<file path="src/rtl/core/brdc_pkg.sv">
// Package with shared types, constants and datapath operation codes.
package brdc_pkg;

    localparam int VW = 32;
    localparam int FB = 16;

    localparam logic [31:0] DEG2RAD_Q32 = 32'd74961321;
    localparam logic [31:0] RAD2DEG_Q24 = 32'd961263669;
    localparam logic [31:0] RADIUS_Q32  = 32'd214748365;

    localparam logic [2:0] ADDR_MODE  = 3'd0;
    localparam logic [2:0] ADDR_SFF   = 3'd1;
    localparam logic [2:0] ADDR_AFF   = 3'd2;
    localparam logic [2:0] ADDR_SPID  = 3'd3;
    localparam logic [2:0] ADDR_APID  = 3'd4;
    localparam logic [2:0] ADDR_LQR   = 3'd5;
    localparam logic [2:0] ADDR_S2D   = 3'd6;
    localparam logic [2:0] ADDR_ALIM  = 3'd7;

    // Operation codes sequenced by the controller; most select operands for the shared scale unit.
    typedef enum logic [5:0] {
        OP_FA0, OP_FA1, OP_FS0, OP_FS1, OP_FDONE,
        OP_L_SPD, OP_L_A, OP_L_LIN, OP_L_LC, OP_L_AC1, OP_L_AC2,
        OP_L_GC1, OP_L_GC2, OP_L_T1, OP_L_T2, OP_L_DRV,
        OP_S_RATE, OP_S_ERR, OP_S_INT, OP_S_DER, OP_S_P, OP_S_I, OP_S_D, OP_S_OUT,
        OP_A_ERR, OP_A_INT, OP_A_DER, OP_A_P, OP_A_I, OP_A_D, OP_A_OUT,
        OP_OPEN, OP_FINAL, OP_CLEAR
    } t_op;

    typedef enum logic [2:0] {
        ST_IDLE, ST_ISSUE, ST_WAIT, ST_OUT
    } t_state;

    typedef struct packed {
        logic load;
        logic start;
        t_op  op;
    } t_cmd;

    typedef struct packed {
        logic busy;
        logic kind;
        logic [2:0] mode;
    } t_status;

    typedef struct packed {
        logic [2:0]  mode;
        logic [16:0] sff;
        logic [16:0] aff;
        logic [47:0] spid;
        logic [47:0] apid;
        logic [47:0] lqr;
        logic [30:0] s2d;
        logic [30:0] alim;
    } t_cfg;

endpackage

</file>
<file path="src/rtl/core/brdc_ctrl.sv">
// Controller state machine sequencing the datapath operations.
module brdc_ctrl (
    input  logic               i_clk,
    input  logic               i_rst_n,
    input  logic               i_in_valid,
    output logic               o_in_ready,
    output logic               o_out_valid,
    input  logic               i_out_ready,
    input  brdc_pkg::t_status  i_status,
    output brdc_pkg::t_cmd     o_cmd
);
    brdc_pkg::t_state r_st, n_st;
    brdc_pkg::t_op r_op, n_op;
    logic w_mul;

    // Ops that use the scale unit; others update registers directly or only advance the sequence.
    always_comb begin
        case (r_op)
            brdc_pkg::OP_FDONE, brdc_pkg::OP_S_ERR, brdc_pkg::OP_A_ERR,
            brdc_pkg::OP_OPEN, brdc_pkg::OP_FINAL, brdc_pkg::OP_CLEAR,
            brdc_pkg::OP_S_OUT, brdc_pkg::OP_A_OUT: w_mul = 1'b0;
            default: w_mul = 1'b1;
        endcase
    end

    // Successor of the current op.
    always_comb begin
        n_op = r_op;
        case (r_op)
            brdc_pkg::OP_OPEN:
                n_op = i_status.kind ? brdc_pkg::OP_CLEAR :
                       (i_status.mode[0] ? brdc_pkg::OP_FA0 : brdc_pkg::OP_FINAL);
            brdc_pkg::OP_FA0:  n_op = brdc_pkg::OP_FA1;
            brdc_pkg::OP_FA1:  n_op = brdc_pkg::OP_FS0;
            brdc_pkg::OP_FS0:  n_op = brdc_pkg::OP_FS1;
            brdc_pkg::OP_FS1:  n_op = brdc_pkg::OP_FDONE;
            brdc_pkg::OP_FDONE:
                n_op = i_status.mode[1] ? brdc_pkg::OP_L_SPD :
                       (i_status.mode[2] ? brdc_pkg::OP_S_RATE : brdc_pkg::OP_A_ERR);
            brdc_pkg::OP_L_SPD: n_op = brdc_pkg::OP_L_A;
            brdc_pkg::OP_L_A:   n_op = brdc_pkg::OP_L_LIN;
            brdc_pkg::OP_L_LIN: n_op = brdc_pkg::OP_L_LC;
            brdc_pkg::OP_L_LC:  n_op = brdc_pkg::OP_L_AC1;
            brdc_pkg::OP_L_AC1: n_op = brdc_pkg::OP_L_AC2;
            brdc_pkg::OP_L_AC2: n_op = brdc_pkg::OP_L_GC1;
            brdc_pkg::OP_L_GC1: n_op = brdc_pkg::OP_L_GC2;
            brdc_pkg::OP_L_GC2: n_op = brdc_pkg::OP_L_T1;
            brdc_pkg::OP_L_T1:  n_op = brdc_pkg::OP_L_T2;
            brdc_pkg::OP_L_T2:  n_op = brdc_pkg::OP_L_DRV;
            brdc_pkg::OP_L_DRV: n_op = brdc_pkg::OP_FINAL;
            brdc_pkg::OP_S_RATE: n_op = brdc_pkg::OP_S_ERR;
            brdc_pkg::OP_S_ERR: n_op = brdc_pkg::OP_S_INT;
            brdc_pkg::OP_S_INT: n_op = brdc_pkg::OP_S_DER;
            brdc_pkg::OP_S_DER: n_op = brdc_pkg::OP_S_P;
            brdc_pkg::OP_S_P:   n_op = brdc_pkg::OP_S_I;
            brdc_pkg::OP_S_I:   n_op = brdc_pkg::OP_S_D;
            brdc_pkg::OP_S_D:   n_op = brdc_pkg::OP_S_OUT;
            brdc_pkg::OP_S_OUT: n_op = brdc_pkg::OP_A_ERR;
            brdc_pkg::OP_A_ERR: n_op = brdc_pkg::OP_A_INT;
            brdc_pkg::OP_A_INT: n_op = brdc_pkg::OP_A_DER;
            brdc_pkg::OP_A_DER: n_op = brdc_pkg::OP_A_P;
            brdc_pkg::OP_A_P:   n_op = brdc_pkg::OP_A_I;
            brdc_pkg::OP_A_I:   n_op = brdc_pkg::OP_A_D;
            brdc_pkg::OP_A_D:   n_op = brdc_pkg::OP_A_OUT;
            brdc_pkg::OP_A_OUT: n_op = brdc_pkg::OP_FINAL;
            default:            n_op = brdc_pkg::OP_OPEN;
        endcase
    end

    always_comb begin
        n_st = r_st;
        unique case (r_st)
            brdc_pkg::ST_IDLE:  if (i_in_valid) n_st = brdc_pkg::ST_ISSUE;
            brdc_pkg::ST_ISSUE: begin
                if (r_op == brdc_pkg::OP_FINAL) n_st = brdc_pkg::ST_OUT;
                else if (r_op == brdc_pkg::OP_CLEAR) n_st = brdc_pkg::ST_IDLE;
                else if (w_mul) n_st = brdc_pkg::ST_WAIT;
            end
            brdc_pkg::ST_WAIT:  if (!i_status.busy) n_st = brdc_pkg::ST_ISSUE;
            brdc_pkg::ST_OUT:   if (i_out_ready) n_st = brdc_pkg::ST_IDLE;
            default:            n_st = brdc_pkg::ST_IDLE;
        endcase
    end

    always_comb begin
        o_in_ready  = 1'b0;
        o_out_valid = 1'b0;
        o_cmd       = '{load: 1'b0, start: 1'b0, op: r_op};
        unique case (r_st)
            brdc_pkg::ST_IDLE: begin
                o_in_ready = 1'b1;
                o_cmd = '{load: i_in_valid, start: 1'b0, op: brdc_pkg::OP_OPEN};
            end
            brdc_pkg::ST_ISSUE: begin
                o_cmd.start = w_mul;
                o_cmd.load  = !w_mul && (r_op != brdc_pkg::OP_OPEN);
            end
            brdc_pkg::ST_WAIT: o_cmd.load = !i_status.busy;
            brdc_pkg::ST_OUT:  o_out_valid = 1'b1;
            default: ;
        endcase
    end

    always_ff @(posedge i_clk) begin
        if (!i_rst_n) begin
            r_st <= brdc_pkg::ST_IDLE;
            r_op <= brdc_pkg::OP_OPEN;
        end else begin
            r_st <= n_st;
            if (r_st == brdc_pkg::ST_IDLE) r_op <= brdc_pkg::OP_OPEN;
            else if ((r_st == brdc_pkg::ST_ISSUE && !w_mul) ||
                     (r_st == brdc_pkg::ST_WAIT && !i_status.busy))
                r_op <= n_op;
        end
    end
endmodule

</file>
<file path="config.mk">
export PLATFORM = sky130hd
export DESIGN_NAME = brdc_ctrl
export DESIGN_NICKNAME = d
export VERILOG_FILES = /design/src/rtl/core/brdc_pkg.sv /design/src/rtl/core/brdc_ctrl.sv
export SDC_FILE = /design/constraint.sdc
export NUM_CORES = 1
export LEC_CHECK = 0
export ABC_AREA = 1
export BUFFER_PORTS_ARGS = -buffer_cell sky130_fd_sc_hd__buf_2
export CORE_MARGIN = 2
export CORE_UTILIZATION = 59
export CTS_BUF_LIST = sky130_fd_sc_hd__clkbuf_8
export CTS_CLUSTER_DIAMETER = 40
export DETAILED_ROUTE_END_ITERATION = 10
export GPL_TIMING_DRIVEN = 0
export PLACE_DENSITY = 0.86
export SLEW_MARGIN = 20
export SYNTH_ARGS = -nofsm -noshare
export SYNTH_HDL_FRONTEND = slang
export SYNTH_SLANG_ARGS = --single-unit
</file>
<file path="constraint.sdc">
create_clock -name i_clk -period 2.65 [get_ports i_clk]
set_input_delay 0.265 -clock i_clk [delete_from_list [all_inputs] [get_ports i_clk]]
set_output_delay 0.265 -clock i_clk [all_outputs]
set_load 0.05 [all_outputs]
</file>
==> results of run 1 <==
-- cell families after synthesis --
| kind of cell | count (synthesis) | share of synthesized area |
|---|---|---|
| AO/OA/AOI/OAI | 17 | 0.124 |
| buffers and inverters | 25 | 0.115 |
| flip-flops | 8 | 0.189 |
| AND/OR/NAND/NOR | 100 | 0.573 |
-- final cells by class --
type,instances,share of cell area
Clock buffer,3,0.0413
Inverter,24,0.0926
Sequential cell,8,0.160
Tap cell,15,0.0188
Buffer,1,0.00501
Timing Repair Buffer,18,0.0901
Multi-Input combinational cell,117,0.592
-- metal layers --
| layer | vias up | global-route usage | part of all wire |
|---|---|---|---|
| li1 | 526 | - | - |
| met5 | - | 0 | 0 |
| met1 | 418 | 0.349 | 0.46 |
| met4 | 0 | 0.0774 | 0.011 |
| met3 | 4 | 0.0261 | 0.072 |
| met2 | 45 | 0.394 | 0.45 |
-- worst register-to-register path: stages (launching register included) --
cell	delay [ns]
dfxtp_1	0.44
inv_2	0.08
nor2_2	0.21
nand3_1	0.15
nand2_1	0.11
nor2_2	0.05
nand2_4	0.08
nand2_4	0.06
nand2_4	0.09
inv_4	0.06
nand2_1	0.06
nand3_1	0.08
-- power by group --
part           internal, uW  total [uW]  switching (uW)
Combinational           287         975             688
Sequential              162         219            57.1
Clock                  97.5         136            38.0
-- flip-flops by register name, summed over array words and instances, names as in the netlist --
register and count:
r_op 6, r_st 2
-- worst max path at each step --
stage            start        to  slack, ns  cells past startpoint
3_5_place_dp   r_op[2]  o_cmd[7]       0.77                      9
5_1_grt        r_op[2]  o_cmd[7]       0.40                      9
4_1_cts        r_op[2]  o_cmd[7]       0.54                      9
3_3_place_gp   r_op[2]  o_cmd[7]       0.78                      9
2_1_floorplan  r_op[5]  o_cmd[6]       0.42                      6
6_report       r_op[2]  o_cmd[7]       0.54                      9
-- placed cells by master, fill, tap and decap left out --
cell / count
nand2_1: 37
nor2_1: 24
inv_1: 20
buf_2: 19
nand3_1: 19
dfxtp_1: 8
nor2_2: 6
o21ai_0: 5
a21oi_1: 5
inv_2: 3
nand2_4: 3
o211ai_1: 3
nand4_1: 3
clkbuf_8: 3
nand3b_1: 2
nor3_1: 2
nor2_4: 1
nand2_2: 1
nor2_8: 1
o21ai_1: 1
inv_4: 1
o311ai_0: 1
nand3_2: 1
o221a_2: 1
a22oi_1: 1
-- stage by stage --
step / power [uW] / hold WS (ns) / setup WS (ns) / cell area (sq um)
finish: 1330 / 0.293 / 0.543 / 1000
global route: 1440 / 0.296 / 0.404 / 1000
CTS: 1320 / 0.288 / 0.540 / 1000
detailed placement: 1180 / 0.518 / 0.772 / 958
global placement: 1170 / 0.511 / 0.783 / 958
floorplan: 997 / 0.386 / 0.425 / 850
==> metrics.md, run 1 <==
| Metric | Value |
|---|---|
| Setup Viol. Count Final | 0 |
| Vias in the first global route | 853 |
| Worst-skew pair later-pin latency | 0.22 ns |
| CP top delay family | simple AND/OR/NAND/NOR gates |
| Crit path time final | 2.11 ns |
| Main area contributors after synthesis | dfxtp_1 (19%), nand2_1 (16%), nand3_1 (11%) |
| FF+latch count, synth | 8 |
| HP Class | primary input to flip-flop |
| Reg2Reg Launch Point | r_op[2] |
| H-tree levels | 1 |
| CTS Buffer Depth | 2 |
| Main synth FF type | dfxtp_1 |
| Antenna violations before repair | 0 |
| IO buf count | 18 |
| Die height | 41.9 um |
| Residual DRC | 0 |
| I/O Pins | 19 |
| Worst-Margin Slew | 0.562 ns |
| Initial DRC Count | 62 |
| CTS resizes | 0 |
| Total number of vias | 993 |
| Reg2reg path depth | 11 |
| Synth unique cells | 24 |
| RSZ-0062 raised after global routing | false |
| Post-DP HPWL | 1700 um |
| RD Place Congestion | 0.942 |
| Clock tree from TritonCTS | built |
| Final core utilization | 0.759 |
| # hold bufs at CTS | 0 |
| Synthesized instance count | 150 |
| Reg-to-Reg End | r_op[1] |
| Fin cells | 186 |
| Post-DRT Antenna Nets | 0 |
| Clk slew on worst S/H paths | 0.04 ns |
| Synth async-reset ratio | 0 |
| Max_cap viols | 0 |
| 1st-pass router iterations | 5 |
| Wire per inst | 11.2 um |
| Top-area cell type share of the netlist area | 0.189 |
| DRT Wirelength | 2080 um |
| Crit path max-delay cell type | dfxtp_1 |
| Register area | 160 sq um |
| Syn avg cell area | 5.66 sq um |
| Number of flops mapped to enable cells by yosys | 0 |
| Layout cells sized above 1 | 0.234 |
| Min-delay src | i_rst_n |
| GRT Total Usage | 0.248 |
| Fin nets | 182 |
| Cell row count | 13 |
| Final Hold Vio Count | 0 |
| Critical path class | flip-flop to output port |
| Layout area overhead | 17.7% |
| Worst path bufs/invs | 2 |
| Setup_tns | 0 ns |
| Post-Syn Area | 850 sq um |
| Antenna diode count | 0 |
| Core area | 0.00132 sq mm |
| Reg2Reg Setup Slack | 1.04 ns |
| Max-slew violations | 0 |
| CTS Buf Count | 3 |
| Placed cells | 183 |
| Worst-path maximum fanout | 6 |
| Crit path capture type | output port |
| Largest net degree at the start of global routing | 10 |
| Chip width | 41.9 um |
| Slew HR | 0.621 |
| Hold Crit Endpoint | r_st[1] |
| Delay of the slowest critical-path stage | 0.44 ns |
| Leading area contributor after synthesis | dfxtp_1 |
| Most frequent cell after synthesis | nand2_1 |
| Top post-synthesis cells by count | nand2_1 (37), nor2_1 (24), inv_1 (20), nand3_1 (19), dfxtp_1 (8) |
| Fmax | 475 MHz |
| Share of the yosys chip area belonging to registers | 0.189 |
| CP Data Arrival Time | 1.84 ns |
| Data required, critical path | 2.38 ns |
| Starting density of the core | 0.645 |
| Yosys warning count | 0 |
| Fill count | 116 |
| Power Dens Cells | 1330 mW/mm^2 |
| Hold Path Depth | 3 |
| Sink Count | 8 |
| Area of the multi-input gates | 592 sq um |
| Gr ovfl total | 0 |
| Global-route wire length before repair | 3490 um |
| CP cell instances | inv_2 -> nor2_2 -> nand3_1 -> nand2_1 -> nor2_2 -> nand2_4 -> nand2_4 -> o211ai_1 -> buf_2 |
| Lkg Pwr | 0.000546 uW |
| VDD IR-drop max | 0.791 mV |
| Clock root cell | clkbuf_8 |
| Die area | 0.00176 sq mm |
| Final Cycle Share | 0.795 |
| Synthesized Nets | 159 |
| Clock Skews | 0.000907 ns |
| Startpoint Class | flip-flop |
| Post-CTS Setup Inserts | 0 |
| Vias/cell | 5.34 |
| Outcome | complete, no violations |
Note: power is estimated with default switching activity, not from simulation.
==> inputs of run 2 (changes only) <==
CORE_UTILIZATION = 55   (was 59)
PLACE_DENSITY = 0.81   (was 0.86)
clock period = 2 ns   (was 2.65 ns; I/O delays follow)
==> run 2 against run 1 <==
Compared with the run above:
- first-iteration DRC count up 8.1%
- routed wire length rose by 8.4%
- flip-flop and latch count did not move
- critical path depth did not move
- total power rose by 41%
- largest power group unchanged
- highest routed layer unchanged
==> metrics.md, run 2 (synthesis results as in run 1) <==
| Metric | Value |
|---|---|
| Global-route wire length before repair | 3600 um |
| Clock tree from TritonCTS | built |
| Clock root cell | clkbuf_8 |
| Reg2reg path depth | 11 |
| Power Dens Cells | 1770 mW/mm^2 |
| Setup Viol. Count Final | 0 |
| Vias in the first global route | 892 |
| Layout area overhead | 24.6% |
| Initial DRC Count | 67 |
| Startpoint Class | flip-flop |
| CTS Buf Count | 3 |
| CP endpoint | o_cmd[7] |
| Outcome | complete, no violations |
| Biggest register | r_op |
| Critical path class | flip-flop to output port |
| Worst hold slack | 0.262 ns |
| Sink Count | 8 |
| Reg2Reg Launch Point | r_op[4] |
| DRT Wirelength | 2250 um |
| Share of power burned in registers | 0.168 |
| Clock Skews | 0.000400 ns |
| CP cell instances | inv_1 -> nor2_4 -> nand3_1 -> nand2_1 -> nor2_2 -> nand2_4 -> nand2_4 -> o211ai_1 -> buf_4 |
| GRT Total Usage | 0.249 |
| Worst-path maximum fanout | 7 |
| Final core utilization | 0.719 |
| Internal power | 783 uW |
| I/O Pins | 19 |
| H-tree levels | 1 |
| Clk slew on worst S/H paths | 0.04 ns |
| Post-DRT Antenna Nets | 0 |
| Starting density of the core | 0.577 |
| Reg-to-Reg End | r_op[0] |
| Crit path capture type | output port |
| CP top delay family | simple AND/OR/NAND/NOR gates |
| Die area | 0.00187 sq mm |
| Data required, critical path | 1.80 ns |
| Gr ovfl total | 0 |
| IO buf count | 18 |
| Post-DP HPWL | 1720 um |
| Max FFs per register | 6 |
| Layout cells sized above 1 | 0.318 |
| 1st-pass router iterations | 4 |
| Total number of vias | 1036 |
| HP Class | primary input to flip-flop |
| Worst-skew pair later-pin latency | 0.22 ns |
| Antenna violations before repair | 0 |
| Switch share | 0.581 |
| CTS Buffer Depth | 2 |
| Cell row count | 14 |
| Largest net degree at the start of global routing | 10 |
| VDD IR-drop max | 1.23 mV |
| Max-slew violations | 0 |
| Final Cycle Share | 0.954 |
| CP Data Arrival Time | 1.71 ns |
| RD Place Congestion | 0.919 |
| Slew HR | 0.640 |
| # hold bufs at CTS | 0 |
| Fin nets | 184 |
| Crit path max-delay cell type | dfxtp_2 |
| Reg2Reg Setup Slack | 0.46 ns |
| Fmax | 524 MHz |
| Hold Path Depth | 3 |
| Delay of the slowest critical-path stage | 0.38 ns |
| Worst path most repeated cell | nand2_4 |
| Clock power frac | 0.097 |
| Crit path depth | 9 |
| Core area | 0.00147 sq mm |
| Most common cell after layout, fill and taps aside | nand2_1 |
| Worst-Margin Slew | 0.534 ns |
| Residual DRC | 0 |
| Chip width | 43.3 um |
| Vias/cell | 5.48 |
| Comb power frac | 0.735 |
| Crit path from | r_op[4] |
| Crit path time final | 1.91 ns |
| Switching pwr | 1090 uW |
| Antenna diode count | 0 |
| Final Hold Vio Count | 0 |
| Max_cap viols | 0 |
| Biggest regs | r_op x6, r_st x2 |
| Die height | 43.3 um |
| Wire per inst | 11.9 um |
| Lkg Pwr | 0.000555 uW |
| Worst path bufs/invs | 2 |
| Commonest non-fill, non-tap cells in the layout | nand2_1 (36), inv_1 (20), nand3_1 (19), nor2_1 (19), buf_2 (18) |
==> run 2: cell types whose count changed in the layout (fill, tap and decap cells not counted), sizes merged <==
| cell | delta |
|---|---|
| buf | +2 |
==> run 2: per-layer routing <==
| layer | track usage | routed length, um | up-vias |
|---|---|---|---|
| met5 | 0 | 0 | - |
| met4 | 0.0727 | 13 | 0 |
| met3 | 0.0255 | 134 | 4 |
| met2 | 0.421 | 1120 | 44 |
| met1 | 0.335 | 987 | 459 |
| li1 | - | - | 529 |
==> run 2: timing repair <==
action	CTS	global route
resized for setup	3	13
buffers inserted	0	2
pin swaps	0	1
hold endpoints to repair	0	0
setup endpoints to repair	1	1
==> run 2: area by class of cell <==
cell class | instances | area (sq um)
clock buffer | 3 | 41.3
sequential | 8 | 170
tap | 16 | 20.0
multi-input combinational | 117 | 622
buffer | 1 | 5.00
fill | 132 | 413
timing repair buffer | 20 | 108
inverter | 24 | 92.6
==> run 2: through the flow <==
| step | std cells | total power, uW | setup TNS [ns] | cell area (sq um) | setup WS [ns] |
|---|---|---|---|---|---|
| final | 189 | 1870 | 0 | 1060 | 0.0920 |
| after global routing | 189 | 2030 | -0.00968 | 1060 | -0.00968 |
| after CTS | 187 | 1780 | 0 | 1010 | 0.0352 |
| after detailed placement | 184 | 1570 | 0 | 965 | 0.164 |
| after global placement | 184 | 1560 | 0 | 965 | 0.182 |
| after floorplan | 150 | 1330 | 0 | 855 | 0.00130 |
==> run 2: how the worst min path moves through the flow <==
| stage | startpoint | endpoint |
|---|---|---|
| global placement | i_rst_n | r_st[0] |
| detailed placement | i_rst_n | r_st[1] |
| CTS | i_rst_n | r_st[1] |
| global route | i_rst_n | r_st[1] |
| finish | i_rst_n | r_st[1] |
| floorplan | i_rst_n | r_st[1] |
==> run 2: power by group through the flow <==
stage	sequential (uW)	combinational (uW)	clock (uW)
final	313	1380	181
after CTS	288	1300	187
after floorplan	272	1060	0
after global routing	321	1510	196
after detailed placement	288	1290	0
after global placement	286	1270	0
==> run 2: tightest hold or removal path, cell delays in order <==
cell and delay [ns]:
buf_2 0.12, nand2_1 0.08, nor2_1 0.04
